<file path="src/pvfr_pkg.sv">
// pvfr_pkg: widths, register codes, reset values and item types shared by
// the planar velocity force regulator. No dependencies.
package pvfr_pkg;

    // field and register widths
    localparam int VEL_W      = 16;
    localparam int MAG_W      = 16;
    localparam int MASS_W     = 20;
    localparam int INER_W     = 32;
    localparam int LIM_W      = 31;
    localparam int STEP_W     = 20;
    localparam int OUT_W      = 32;
    localparam int CFG_IDX_W  = 3;
    localparam int CFG_DATA_W = 32;

    // internal datapath widths
    localparam int DIV1_W = 48;   // numerators of the step-time divide
    localparam int FRC_W  = 46;   // unlimited force magnitude
    localparam int HALF_W = 23;   // half of a force magnitude for squaring
    localparam int SQ_W   = 94;   // force magnitude squared, even for the root
    localparam int ROOT_W = 47;   // floor root of the squared magnitude
    localparam int FM_W   = 77;   // force times force limit
    localparam int Q2_W   = 31;   // scaled force magnitude

    // item queue depth
    localparam int QUEUE_DEPTH = 2;

    // register indexes
    typedef enum logic [CFG_IDX_W-1:0] {
        CFG_MASS       = 3'd0,
        CFG_INERTIA    = 3'd1,
        CFG_MAX_FORCE  = 3'd2,
        CFG_MAX_TORQUE = 3'd3,
        CFG_STEP_TIME  = 3'd4
    } t_cfg_idx;

    // reset values
    localparam logic [MASS_W-1:0] RST_MASS       = 20'd1000;
    localparam logic [INER_W-1:0] RST_INERTIA    = 32'd1000000;
    localparam logic [LIM_W-1:0]  RST_MAX_FORCE  = 31'd100000;
    localparam logic [LIM_W-1:0]  RST_MAX_TORQUE = 31'd10000;
    localparam logic [STEP_W-1:0] RST_STEP_TIME  = 20'd5000;

    typedef struct packed {
        logic [MASS_W-1:0] mass;
        logic [INER_W-1:0] inertia;
        logic [LIM_W-1:0]  max_force;
        logic [LIM_W-1:0]  max_torque;
        logic [STEP_W-1:0] step;       // never zero
    } t_cfg;

    typedef struct packed {
        logic nx;
        logic ny;
        logic nz;
    } t_sign;

    // classified item: error magnitudes and signs
    typedef struct packed {
        logic [MAG_W-1:0] ax;
        logic [MAG_W-1:0] ay;
        logic [MAG_W-1:0] az;
        t_sign            sg;
    } t_item;

    // carried alongside the square root
    typedef struct packed {
        logic [FM_W-1:0] fxm;
        logic [FM_W-1:0] fym;
        logic [Q2_W-1:0] fx;
        logic [Q2_W-1:0] fy;
        logic [Q2_W-1:0] tz;
        logic            flim;
        logic            tlim;
        t_sign           sg;
    } t_root_tag;

    // carried alongside the scaling divide
    typedef struct packed {
        logic [Q2_W-1:0] fx;
        logic [Q2_W-1:0] fy;
        logic [Q2_W-1:0] tz;
        logic            flim;
        logic            tlim;
        t_sign           sg;
    } t_quo_tag;

endpackage

</file>
<file path="src/pvfr_queue.sv">
// pvfr_queue: small item queue between the front and the back end.
// Depends on pvfr_pkg.
module pvfr_queue #(
    parameter int DEPTH = pvfr_pkg::QUEUE_DEPTH
) (
    input  logic            i_clk,
    input  logic            i_rst_n,
    input  logic            i_push,
    input  pvfr_pkg::t_item i_item,
    input  logic            i_pop,
    output logic            o_full,
    output logic            o_valid,
    output pvfr_pkg::t_item o_item
);
    import pvfr_pkg::*;

    localparam int PW = (DEPTH > 1) ? $clog2(DEPTH) : 1;
    localparam int CW = $clog2(DEPTH + 1);

    t_item         r_mem [DEPTH];
    logic [PW-1:0] r_wr;
    logic [PW-1:0] r_rd;
    logic [CW-1:0] r_cnt;
    logic          do_pop;

    assign o_full  = (r_cnt == CW'(DEPTH));
    assign o_valid = (r_cnt != '0);
    assign o_item  = r_mem[r_rd];
    assign do_pop  = i_pop && o_valid;

    // storage
    always_ff @(posedge i_clk) begin
        if (i_push) begin
            r_mem[r_wr] <= i_item;
        end
    end

    // pointers and fill count
    always_ff @(posedge i_clk) begin
        if (!i_rst_n) begin
            r_wr  <= '0;
            r_rd  <= '0;
            r_cnt <= '0;
        end else begin
            if (i_push) begin
                r_wr <= (r_wr == PW'(DEPTH - 1)) ? '0 : PW'(r_wr + 1'b1);
            end
            if (do_pop) begin
                r_rd <= (r_rd == PW'(DEPTH - 1)) ? '0 : PW'(r_rd + 1'b1);
            end
            if (i_push && !do_pop) begin
                r_cnt <= CW'(r_cnt + 1'b1);
            end else if (!i_push && do_pop) begin
                r_cnt <= CW'(r_cnt - 1'b1);
            end
        end
    end

endmodule

</file>
<file path="config.mk">
export PLATFORM = sky130hd
export DESIGN_NAME = pvfr_queue
export DESIGN_NICKNAME = d
export VERILOG_FILES = /design/src/pvfr_pkg.sv /design/src/pvfr_queue.sv
export SDC_FILE = /design/constraint.sdc
export NUM_CORES = 1
export LEC_CHECK = 0
export BUFFER_PORTS_ARGS = -buffer_cell sky130_fd_sc_hd__buf_2
export CORE_MARGIN = 2
export CORE_UTILIZATION = 56
export CTS_BUF_LIST = sky130_fd_sc_hd__clkbuf_4
export DETAILED_ROUTE_END_ITERATION = 10
export GPL_ROUTABILITY_DRIVEN = 0
export PLACE_DENSITY_LB_ADDON = 0.05
export SLEW_MARGIN = 20
export SYNTH_ARGS = -nofsm -noshare
export SYNTH_HDL_FRONTEND = slang
export SYNTH_SLANG_ARGS = --single-unit
</file>
<file path="constraint.sdc">
create_clock -name i_clk -period 6.4 [get_ports i_clk]
set_clock_uncertainty 0.2 [all_clocks]
set_input_delay 1.6 -clock i_clk [delete_from_list [all_inputs] [get_ports i_clk]]
set_output_delay 1.6 -clock i_clk [all_outputs]
set_load 0.1 [all_outputs]
</file>
After elaboration in Yosys (flattened, before gate mapping)
Memories as Yosys holds them, arrays and structs flattened. A register that Yosys moved wholly into a read port is not among the register bits. Index checks and enable logic that the tools add are counted. Widths: inputs -> output; s select.

Memory bits (writable): 102. Input bits: 55. Bits in registers: 4. Output and inout port bits: 53. Memories: 1. Word-level logic and storage cells: 24.

Memory list: r_mem (depth 2, bits a word 51, rd ports 1, clocked after Yosys merged registers in 1, write ports 1, line pvfr_queue.sv:20) `t_item r_mem [DEPTH];`.

Reductions and logical operators: 7. $add $sub $neg: 4. Multiplexer cells: 8. Equality and inequality tests: 1.

Operator list (count): $mux 1 (6); $mux 2 (2); $reduce_bool 2->1 (2); $logic_and 1x1->1 (3); $add 1x1->1 const B (2); $add 2x1->2 const B (1); $eq 2x2->1 const B (1); $logic_not 1->1 (2); $sub 2x1->2 const B (1).

Depth between registers and ports, before layout
Gate-level depths: netlist of the first run.

Word-level depth: 5. Mapped depth: 5. Depth with buffers taken out: 5.

Worst setup path before layout of the first run
Ideal clock, no wire load.

Path type: input to register. Start point: input i_push. End point: memory r_mem[0][0] (netlist bit) (enable). Required time: 5.733 ns. Data arrival time: 3.890 ns. Path slack: 1.843 ns. Cell stages on the path: 1. Path through: nor2b_1.

Cells in the longest elaborated chain, start to end: 2.

Ends and longest elaborated chain: start: declaration (line pvfr_queue.sv:8) `input logic i_push,`; $mux 1 (line pvfr_queue.sv:33) `if (i_push) begin`; $mux 1 (not written as such) (line pvfr_queue.sv:34) `r_mem[r_wr] <= i_item;`; end: declaration (line pvfr_queue.sv:20).

Every way passes these cells.

==> summary by stage, run 1 <==
Run status
The run finished with clean final reports.

GRT
The via count of the first global-routing pass is about 1800. The total overflow left after global routing is 0. The combined global-route utilization of all metal layers is 0.1560. The number of antenna violations at the first check in global routing is 0. Entering global routing, the biggest net connects 30 pins. The first global-routing pass estimated around 8.6 mm of wire.

Timing
The maximum clock rate is around 240 MHz. At the pin with the least slew margin, the transition time is roughly 670 ps. Adding up every negative setup slack in the final design gives 0 ps. Across all setup checks in the final design, the least slack found is 2291 ps. The final critical path time including I/O delays and setup is a little over 4000 ps. The share of the clock period used by the worst path is 0.6420.

Setup violations remaining at the end of the flow were counted as 0. Setup repair after global routing left no endpoint under its margin. The worst slew slack as a fraction of its limit is 0.5518.

The number of pins exceeding their max-slew limit in the final report was 0. The number of hold violations in the final report came to 0.

Drt
The detailed router finished its first iteration with roughly 140 violations. For this run, design rule violations remaining after detail routing come to 0. In the routed layout, each cell is associated on average with a via count of roughly 5.2. The final antenna-violating net count is 0. The aggregate routed wire length is a little over 6 mm. The routed via count is approximately 2000. The average detailed-routed wire length per instance is 15.90 um. The total iterations of the first detailed-routing run is 4.

Critical path
The maximum net fanout on the critical path is 29. STA classifies the critical path endpoint as a primary output. The signal arrival time at the worst endpoint is about 2300 ps. The cell type of the slowest stage on the worst timing path is dfxtp_2.

The startpoint type of the worst setup path is a register. The worst register-to-register path has a depth of 2. The critical path required time is between 4000 and 5000 ps. The critical path in this run is classified as reg2out. The signal on the critical path passes through buf_4 -> mux2_2 -> buf_2.

The delay of the slowest critical-path stage is around 700 ps.

Yosys
After synthesis, the mean cell area works out to about 21 um^2. The sequential cell area fraction in the yosys report is 0.8136. The distinct cell type count of the synthesized netlist is 15. Summed over all instances, the cell type with the most area after synthesis is edfxtp_1. By area the synthesized netlist is led by edfxtp_1 (79%), mux2_2 (15%), dfxtp_1 (2.6%). The area of the mapped netlist is slightly below 4000 um^2.

The register bit count reported by yosys is 107. After technology mapping, the gate count stands at about 180. The number of nets handed over by synthesis was 237. For this run, the number of Yosys warnings is 0. The share of synthesized area in the top cell type comes to 0.7879.

Min path
The min-delay analysis places its worst path in the category reg2reg. The instance count along the most critical hold path is 2.

Place
After detailed placement, the design holds a cell count of 365. Before CTS, the worst setup slack after placement is 2748 ps. The placed standard-cell area is around 4500 um^2.

The quantity of I/O buffers inserted on ports is 107. The placed wire-length estimate after detailed placement is between 3 and 4 mm.

Floorplan
between 100 and 150 I/O pins were placed. The cell row count is 30. The die is 87.32 um tall. The full die area is 7625 um^2.

The starting utilization of the core area is 0.5754. The die is ~87 um wide. The area of the placeable core is about 6800 um^2.

CTS
The count of hold-fix buffers inserted at cts is 0. The post-CTS clock slew at the launch and capture registers of the worst setup and hold paths is 140 ps. For this design, the sink count on the clock tree is about 110. The number of clock buffers added by TritonCTS is 9. For the worst-skew pair, the clock arrives at the later sink with an insertion delay of roughly 430 ps. The root buffer selected by CTS is clkbuf_4. The number of gates resized after CTS was 0. The CTS tree is yes. Once the clock tree was built, the setup fixing pass inserted 0 buffers. No sink is reached through more buffers than the 2 on the longest clock path. The maximum level of the CTS H-tree is 3.

Finish
The antenna diode instance count is 0. The fraction of layout cells with a size suffix above 1 is 0.5980. Counting the fill cells in the layout gives 488. Leaving out filler cells and counting taps, the final layout contains between 300 and 400. The most common cell after layout, fill and taps aside is buf_2.

The layout-stage area growth over the synthesis result is 19.31%. The final design area excluding fillers is around 4600 um^2. In the layout the commonest cells are buf_2 (107), edfxtp_1 (102), mux2_2 (51). The net total in the final layout is between 300 and 400.

Power
Dividing total power by cell area gives a power density of between 400 and 500 nW/um^2. The maximum vdd ir drop is 0.4643 mV. The total power consumption of the routed design is around 2.2 mW. The leakage power is ~1.7 nW.

Job
The number of max-capacitance violations reported is 0.
through the flow:
| stage | hold WS, ps | util |
|---|---|---|
| 2_1_floorplan | 273.5 | - |
| 3_3_place_gp | 302.0 | 0.6698 |
| 3_5_place_dp | 312.7 | 0.6698 |
| 4_1_cts | 333.6 | 0.6865 |
| 5_1_grt | 356.2 | 0.6865 |
| 6_report | 334.2 | 0.6865 |
worst max-delay path, delay by kind of cell, from the launching register on:
| kind | cells | cell delay (ps) |
|---|---|---|
| buf+inv | 2 | 750 |
| mux | 1 | 390 |
| flops | 1 | 700 |
metal layers:
| layer | GRT usage | routed length, um | vias to the layer above |
|---|---|---|---|
| li1 | - | - | 940 |
| met1 | 0.1908 | 2564 | 953 |
| met2 | 0.2562 | 2974 | 62 |
| met3 | 0.04645 | 401 | 10 |
| met4 | 0.07133 | 116 | 0 |
| met5 | 0 | 0 | - |
path summary, 6_finish.rpt:
check | slack (ps) | end | from
max reg2reg | 4450 | r_mem[1][6] | r_wr
max | 2290 | o_item[43] | register
min | 330 | r_cnt[1] | r_cnt[1]
min reg2reg | 330 | r_cnt[1] | r_cnt[1]
cells in the mapped netlist:
| library cell | number |
|---|---|
| a21boi_1 | 1 |
| and2_1 | 4 |
| buf_2 | 6 |
| dfxtp_1 | 5 |
| edfxtp_1 | 102 |
| ha_1 | 1 |
| mux2_2 | 51 |
| nor2b_1 | 3 |
| o21a_1 | 1 |
| o21ai_0 | 1 |
| o21ai_1 | 1 |
| or2_2 | 1 |
| or3_1 | 1 |
| xnor2_1 | 2 |
| xor2_1 | 1 |
power by group:
| group | leakage (nW) | internal [mW] | switching (mW) | total, mW |
|---|---|---|---|---|
| registers | 0.999 | 0.816 | 0.0387 | 0.855 |
| logic | 0.679 | 0.201 | 0.813 | 1.01 |
| clock network | 0.0554 | 0.0778 | 0.208 | 0.286 |
| total | 1.73 | 1.10 | 1.06 | 2.16 |
cells by family (layout without fill, tap and decap cells):
logic type      count (synthesis)  after routing  synth area share
simple gates                    9              9           0.01448
fa+ha+maj                       1              1          0.003218
buf+inv                         6            126          0.007725
flops                         107            107            0.8136
xor+xnor                        3              3          0.006760
compound gates                  4              4          0.006436
mux                            51             51            0.1477
registers in the layout, indices dropped and copies added (netlist names), named ones only:
signal	count
r_mem	102
r_cnt	2
r_rd	1
r_wr	1
area by class of cell:
type / instances / area [um^2] / area share
flip-flops and latches: 107 / 3164 / 0.6822
multi-input cells: 68 / 703.2 / 0.1516
repair buffers: 110 / 558.0 / 0.1203
well taps: 80 / 100.1 / 0.02158
clock buffers: 9 / 67.56 / 0.01457
clock inverters: 7 / 45.04 / 0.009711
Note: power is estimated with default switching activity, not from simulation.
==> run 2: changes to the inputs <==
--- a/config.mk
+++ b/config.mk
@@ -7,7 +7,7 @@
 export LEC_CHECK = 0
 export BUFFER_PORTS_ARGS = -buffer_cell sky130_fd_sc_hd__buf_2
 export CORE_MARGIN = 2
-export CORE_UTILIZATION = 56
+export CORE_UTILIZATION = 54
 export CTS_BUF_LIST = sky130_fd_sc_hd__clkbuf_4
 export DETAILED_ROUTE_END_ITERATION = 10
 export GPL_ROUTABILITY_DRIVEN = 0
==> constraint.sdc (replaced) <==
create_clock -name i_clk -period 4.2 [get_ports i_clk]
set_clock_uncertainty 0.2 [all_clocks]
set_input_delay 1.05 -clock i_clk [delete_from_list [all_inputs] [get_ports i_clk]]
set_output_delay 1.05 -clock i_clk [all_outputs]
set_load 0.1 [all_outputs]
==> summary by stage, run 2 (synthesized netlist as in run 1, its figures left out) <==
Run status
Status: finished, final reports clean (unchanged).

Place
The setup slack at placement was 1158 ps (was 2748 ps). The number of cells in the design after placement is 383 (was 365). The placed standard-cell area came to 4573 um^2 (was 4526 um^2). The placed wire-length estimate after detailed placement came to 4.084 mm (was 3.890 mm).

The quantity of I/O buffers inserted on ports is 107 (unchanged).

Power
The leakage power came to 1.769 nW (was 1.733 nW). The power per unit of standard cell area is 718.5 nW/um^2 (was 464.7 nW/um^2). The share of total power in combinational logic is 0.455 (was 0.471). The total power consumption of the routed design was 3.396 mW (was 2.155 mW). The fraction of power consumed by sequential logic is 0.386 (was 0.397). The power spent charging and discharging nets is 1.595 mW (was 1.060 mW). The switching power share of the total is 0.4697 (was 0.4918). The maximum vdd ir drop is 0.6465 mV (was 0.4643 mV). The internal power summed over all cells was 1.801 mW (was 1.095 mW). The part of the power in the clock network was 0.159 (was 0.133).

Finish
Largest registers ranked by flip-flop count: r_mem x102, r_cnt x2 (unchanged). The fraction of layout cells with a size suffix above 1 came to 0.5993 (was 0.5980). Highest-count cells in the layout ignoring fill and taps: buf_2 (107), edfxtp_1 (102), mux2_2 (51) (unchanged). The flip-flop count of the largest register, all copies and words added is 102 (unchanged). The fraction of the core area covered by cells at the end of the flow is 0.6882 (was 0.6865). The final design area excluding fillers is 4727 um^2 (was 4638 um^2). The most common cell after layout, fill and taps aside is buf_2 (unchanged).

The top register by number of flip-flops is r_mem (unchanged). The layout-stage area growth over the synthesis result is 21.60% (was 19.31%). The net total in the final layout is 354 (was 352).

The antenna diode instance count is 0 (unchanged). The number of standard cells in the layout, taps in and fillers out came to 398 (was 381).

CTS
The maximum level of the CTS H-tree came to 3 (unchanged). The count of hold-fix buffers inserted at cts came to 0 (unchanged). The clock sink count is 107 (unchanged). The post-CTS clock slew at the launch and capture registers of the worst setup and hold paths is 140 ps (about the same).

The maximum root-to-sink buffer count is 2 (unchanged). The root buffer selected by CTS is clkbuf_4 (unchanged). The CTS tree was yes (unchanged).

The source-to-sink clock delay at the later pin of the worst-skew pair came to 420 ps (was 430 ps). The post-CTS setup buffer count came to 0 (unchanged). The post-cts resize count is 0 (unchanged). The TritonCTS buffer count is 9 (unchanged).

Critical path
The startpoint type of the worst setup path is a register (unchanged). The sum of buffers and inverters on the critical path is 2 (unchanged). The number of cells on the critical path is 3 (unchanged). The critical path required time is 2950 ps (was 4600 ps). The maximum net fanout on the critical path is 30 (was 29).

The delay of the slowest critical-path stage is 800 ps (was 700 ps). The kind of cell adding the most delay to the critical path is flip-flops (was buffers and inverters). The kind of end point of the critical path is a primary output (unchanged). The depth of the most critical reg-to-reg path is 2 (unchanged).

The category of the critical setup timing path is reg2out (unchanged). Critical-path cell list: buf_4 -> mux2_2 -> buf_2 (unchanged). The signal arrival time at the worst endpoint came to 2220 ps (was 2310 ps).

The cell type of the slowest stage on the worst timing path is dfxtp_2 (unchanged).

Floorplan
The number of primary I/O pins is 108 (unchanged). The die boundary width came to 88.85 um (was 87.32 um). The full die area came to 7893 um^2 (was 7625 um^2). The starting utilization of the core area is 0.5659 (was 0.5754).

The area of the placeable core is 6869 um^2 (was 6756 um^2). The cell row count is 30 (unchanged). The height of the chip came to 88.85 um (was 87.32 um).

Drt
The via density per instance is 4.982 (was 5.157). The number of design rule violations left after detail routing is 0 (unchanged). The aggregate routed wire length is 6.057 mm (unchanged). The average detailed-routed wire length per instance was 15.22 um (was 15.90 um). The number of design-rule violations left by the first detailed-router iteration is 101 (was 136). The routed via count is 1983 (was 1965). The final antenna-violating net count is 0 (unchanged). The total iterations of the first detailed-routing run is 4 (unchanged).

GRT
The via count of the first global-routing pass is 1953 (was 1834). The global-route wire length before repair is 8.942 mm (was 8.631 mm). The number of antenna violations at the first check in global routing was 0 (unchanged). The pin count of the biggest net entering global routing is 39 (was 30). The sum of overflow across all layers after global routing is 0 (unchanged). The combined global-route utilization of all metal layers is 0.1575 (was 0.1560).

Min path
The path category of the worst min-delay check is reg2reg (unchanged). The instance count along the most critical hold path came to 2 (unchanged).

Timing
The share of the clock period used by the worst path is 0.8270. Subtracting the final worst setup slack from the clock period gives 3473 ps. The worst hold margin is 321.2 ps (was 334.2 ps). The worst path setup slack after routing is 726.7 ps (was 2291 ps).

The worst slew slack as a fraction of its limit is 0.5214 (was 0.5518). The total setup violations reported at the end of the flow is 0 (unchanged). The number of pins exceeding their max-slew limit in the final report is 0 (unchanged). The actual slew at the worst max-slew pin is 717.9 ps (was 670.9 ps). The maximum clock rate is 287.9 MHz. The post-route setup TNS is 0 ps (unchanged). Setup repair after global routing missed its margin: no (unchanged). The number of hold violations in the final report is 0 (unchanged).

Job
The number of max-capacitance violations reported is 0 (unchanged).
==> run 2: changes by cell type in the layout (fill, tap and decap cells not counted), sizes merged <==
cell | previous run | this run
buf | 110 | 112
bufinv | 0 | 2
clkbuf | 9 | 10
clkinv | 4 | 1
clkinvlp | 3 | 2
==> run 2: layout make-up <==
cell class,instances,area [um^2]
tap,96,120.1
fill,483,2142
multi-input combinational,68,703.2
timing repair buffer,112,585.6
sequential,107,3164
clock inverter,5,78.83
clock buffer,10,75.07
==> run 2: worst paths after layout <==
path	endpoint	startpoint	slack, ps
worst max-delay path	o_item[48]	register	730
worst min register to register	r_cnt[1]	r_cnt[1]	320
worst min-delay path	r_cnt[1]	r_cnt[1]	320
worst max register to register	r_mem[1][42]	r_wr	2340
==> run 2: worst reg2reg max path: cells and delay by family, from the launching register on <==
family / cells / cell delay, ps
buffers and inverters: 1 / 340
AND/OR/NAND/NOR: 1 / 640
flip-flops: 1 / 400
==> run 2: power groups by stage <==
stage	registers, mW	logic [mW]	clock network [mW]
after CTS	1.32	1.55	0.559
after global placement	1.34	1.55	0
after floorplan	1.29	1.40	0
after detailed placement	1.34	1.55	0
final	1.31	1.54	0.541
after global routing	1.32	1.59	0.596
==> run 2: metal layers <==
layer / vias to the layer above / GRT usage / wire length [um]
met3: 11 / 0.05690 / 519
met1: 962 / 0.1727 / 2360
met2: 68 / 0.2727 / 3085
met4: 0 / 0.07300 / 92
li1: 942 / - / -
met5: - / 0 / 0
==> run 3: changes to the inputs <==
--- a/config.mk
+++ b/config.mk
@@ -7,7 +7,7 @@
 export LEC_CHECK = 0
 export BUFFER_PORTS_ARGS = -buffer_cell sky130_fd_sc_hd__buf_2
 export CORE_MARGIN = 2
-export CORE_UTILIZATION = 54
+export CORE_UTILIZATION = 48
 export CTS_BUF_LIST = sky130_fd_sc_hd__clkbuf_4
 export DETAILED_ROUTE_END_ITERATION = 10
 export GPL_ROUTABILITY_DRIVEN = 0
==> constraint.sdc (replaced) <==
create_clock -name i_clk -period 3.15 [get_ports i_clk]
set_clock_uncertainty 0.2 [all_clocks]
set_input_delay 0.7875 -clock i_clk [delete_from_list [all_inputs] [get_ports i_clk]]
set_output_delay 0.7875 -clock i_clk [all_outputs]
set_load 0.1 [all_outputs]
==> summary by stage, run 3 (synthesized netlist as in run 1, its figures left out) <==
Run status
Status: finished, final reports clean (unchanged).

GRT
The global-route wire length before repair is 8.742 mm (was 8.942 mm). The number of antenna violations at the first check in global routing is 0 (unchanged). The sum of overflow across all layers after global routing was 0 (unchanged). The via count of the first global-routing pass is 1820 (was 1953).

The combined global-route utilization of all metal layers was 0.1336 (was 0.1575). The pin count of the biggest net entering global routing is 52 (was 39).

Finish
The net total in the final layout is 353 (was 354). The layout-stage area growth over the synthesis result is 21.44% (was 21.60%). The antenna diode instance count is 0 (unchanged). Largest registers ranked by flip-flop count: r_mem x102, r_cnt x2 (unchanged). The flip-flop count of the largest register, all copies and words added is 102 (unchanged). Highest-count cells in the layout ignoring fill and taps: buf_2 (107), edfxtp_1 (102), mux2_2 (51) (unchanged). The fraction of the core area covered by cells at the end of the flow was 0.6078 (was 0.6882). The fraction of layout cells with a size suffix above 1 was 0.5993 (unchanged).

The most common cell after layout, fill and taps aside is buf_2 (unchanged). The top register by number of flip-flops was r_mem (unchanged).

Critical path
The sum of buffers and inverters on the critical path was 2 (unchanged). Critical-path cell list: buf_4 -> mux2_2 -> buf_2 (unchanged). The maximum net fanout on the critical path was 27 (was 30). The signal arrival time at the worst endpoint is 1800 ps (was 2220 ps).

The startpoint type of the worst setup path was a register (unchanged). The cell type of the slowest stage on the worst timing path is mux2_2 (was dfxtp_2). The kind of cell adding the most delay to the critical path is buffers and inverters (was flip-flops).

The delay of the slowest critical-path stage is 400 ps (was 800 ps). The critical path required time is 2160 ps (was 2950 ps). The kind of end point of the critical path is a primary output (unchanged). The category of the critical setup timing path was reg2out (unchanged).

Timing
The total setup violations reported at the end of the flow was 0 (unchanged). The post-route setup TNS came to 0 ps (unchanged). Static timing analysis puts the maximum clock frequency at 358.9 MHz. In the finished design, the share of the clock period the worst path needs comes to 0.8846.

After layout, the minimum clock period comes to approximately 2800 ps. The worst hold margin came to 326.1 ps (was 321.2 ps). The worst slew slack as a fraction of its limit came to 0.6655 (was 0.5214). The number of pins exceeding their max-slew limit in the final report is 0 (unchanged). The number of hold violations in the final report is 0 (unchanged). Setup repair after global routing missed its margin: no (unchanged).

The actual slew at the worst max-slew pin is 505.2 ps (was 717.9 ps).

Power
The fraction of power consumed by sequential logic is 0.378 (was 0.386). The maximum vdd ir drop came to 0.5575 mV (was 0.6465 mV). The power per unit of standard cell area is 947.3 nW/um^2 (was 718.5 nW/um^2). The switching power share of the total was 0.4817 (was 0.4697). The internal power summed over all cells was 2.318 mW (was 1.801 mW). The leakage power is 1.760 nW (was 1.769 nW). The total power consumption of the routed design is 4.472 mW (was 3.396 mW). The part of the power in the clock network is 0.148 (was 0.159).

The share of total power in combinational logic is 0.474 (was 0.455). The power spent charging and discharging nets came to 2.154 mW (was 1.595 mW).

Drt
The number of design rule violations left after detail routing is 0 (unchanged). The routed length on met2 was 3.021 mm (was 3.085 mm). The total iterations of the first detailed-routing run is 2 (was 4).

The uppermost layer routed was met4 (unchanged). The average detailed-routed wire length per instance is 15.03 um (was 15.22 um). The detailed-route wire length on metal 1 is 2.568 mm (was 2.360 mm). The number of design-rule violations left by the first detailed-router iteration is 64 (was 101). The aggregate routed wire length is 6.071 mm (was 6.057 mm). The final antenna-violating net count is 0 (unchanged). The routed via count is 1942 (was 1983). The met3 routed wirelength is 409 um (was 519 um).

The via density per instance came to 4.807 (was 4.982).

Floorplan
The full die area is 8835 um^2 (was 7893 um^2). The number of primary I/O pins is 108 (unchanged). The cell row count is 32 (was 30). The starting utilization of the core area came to 0.5005 (was 0.5659). The area of the placeable core came to 7767 um^2 (was 6869 um^2). The die boundary width came to 94.00 um (was 88.85 um). The height of the chip is 94.00 um (was 88.85 um).

CTS
The post-CTS setup buffer count is 0 (unchanged). The clock sink count was 107 (unchanged). The count of hold-fix buffers inserted at cts is 0 (unchanged).

The post-CTS clock slew at the launch and capture registers of the worst setup and hold paths is 150 ps (was 140 ps). The TritonCTS buffer count is 9 (unchanged). The CTS tree is yes (unchanged). The maximum level of the CTS H-tree was 3 (unchanged). The maximum root-to-sink buffer count is 2 (unchanged). The root buffer selected by CTS is clkbuf_4 (unchanged). The source-to-sink clock delay at the later pin of the worst-skew pair is 420 ps (about the same).

The post-cts resize count is 0 (unchanged).

Job
The number of max-capacitance violations reported is 0 (unchanged).

Place
The placed wire-length estimate after detailed placement is 3.899 mm (was 4.084 mm). The quantity of I/O buffers inserted on ports is 107 (unchanged).

Min path
The path category of the worst min-delay check is reg2reg (unchanged).
[run 3: path summary, 6_finish.rpt]
| path | cells past startpoint | start | slack, ps | end |
|---|---|---|---|---|
| setup / recovery | 3 | register | 360 | o_item[30] |
| hold / removal | 2 | r_cnt[1] | 330 | r_cnt[1] |
| setup reg to reg | 4 | r_cnt[0] | 1490 | r_cnt[1] |
| hold reg to reg | 2 | r_cnt[1] | 330 | r_cnt[1] |
[run 3: metrics by stage]
| step | cells | worst slack [ps] | instance area, um^2 |
|---|---|---|---|
| after global routing | 404 | 275.2 | 4721 |
| after CTS | 404 | 314.1 | 4721 |
| after global placement | 388 | 822.3 | 4586 |
| after detailed placement | 388 | 814.6 | 4586 |
| final | 404 | 363.6 | 4721 |
| after floorplan | 181 | 370.9 | 3890 |
[run 3: final cells by class]
cell class | count | area (um^2)
Multi-Input combinational cell | 68 | 703.2
Sequential cell | 107 | 3164
Timing Repair Buffer | 111 | 590.6
Clock inverter | 7 | 67.56
Clock buffer | 9 | 67.56
Tap cell | 102 | 127.6
Fill cell | 624 | 3047
[run 3: worst min-delay path: stages (launching register included)]
cell and delay (ps):
dfxtp_1 360, o21ai_0 80, a21boi_1 60
[run 3: power by group through the flow]
stage,Combinational [mW],Clock (mW),Sequential (mW)
finish,2.12,0.660,1.69
global route,2.19,0.739,1.70
CTS,2.14,0.682,1.69
detailed placement,2.14,0,1.72
global placement,2.13,0,1.72
floorplan,1.87,0,1.72
[run 3: per-layer routing]
metal / up-vias / GRT usage
met5: - / 0
met4: 0 / 0.06159
met3: 8 / 0.04093
met2: 61 / 0.2119
met1: 930 / 0.1693
li1: 943 / -
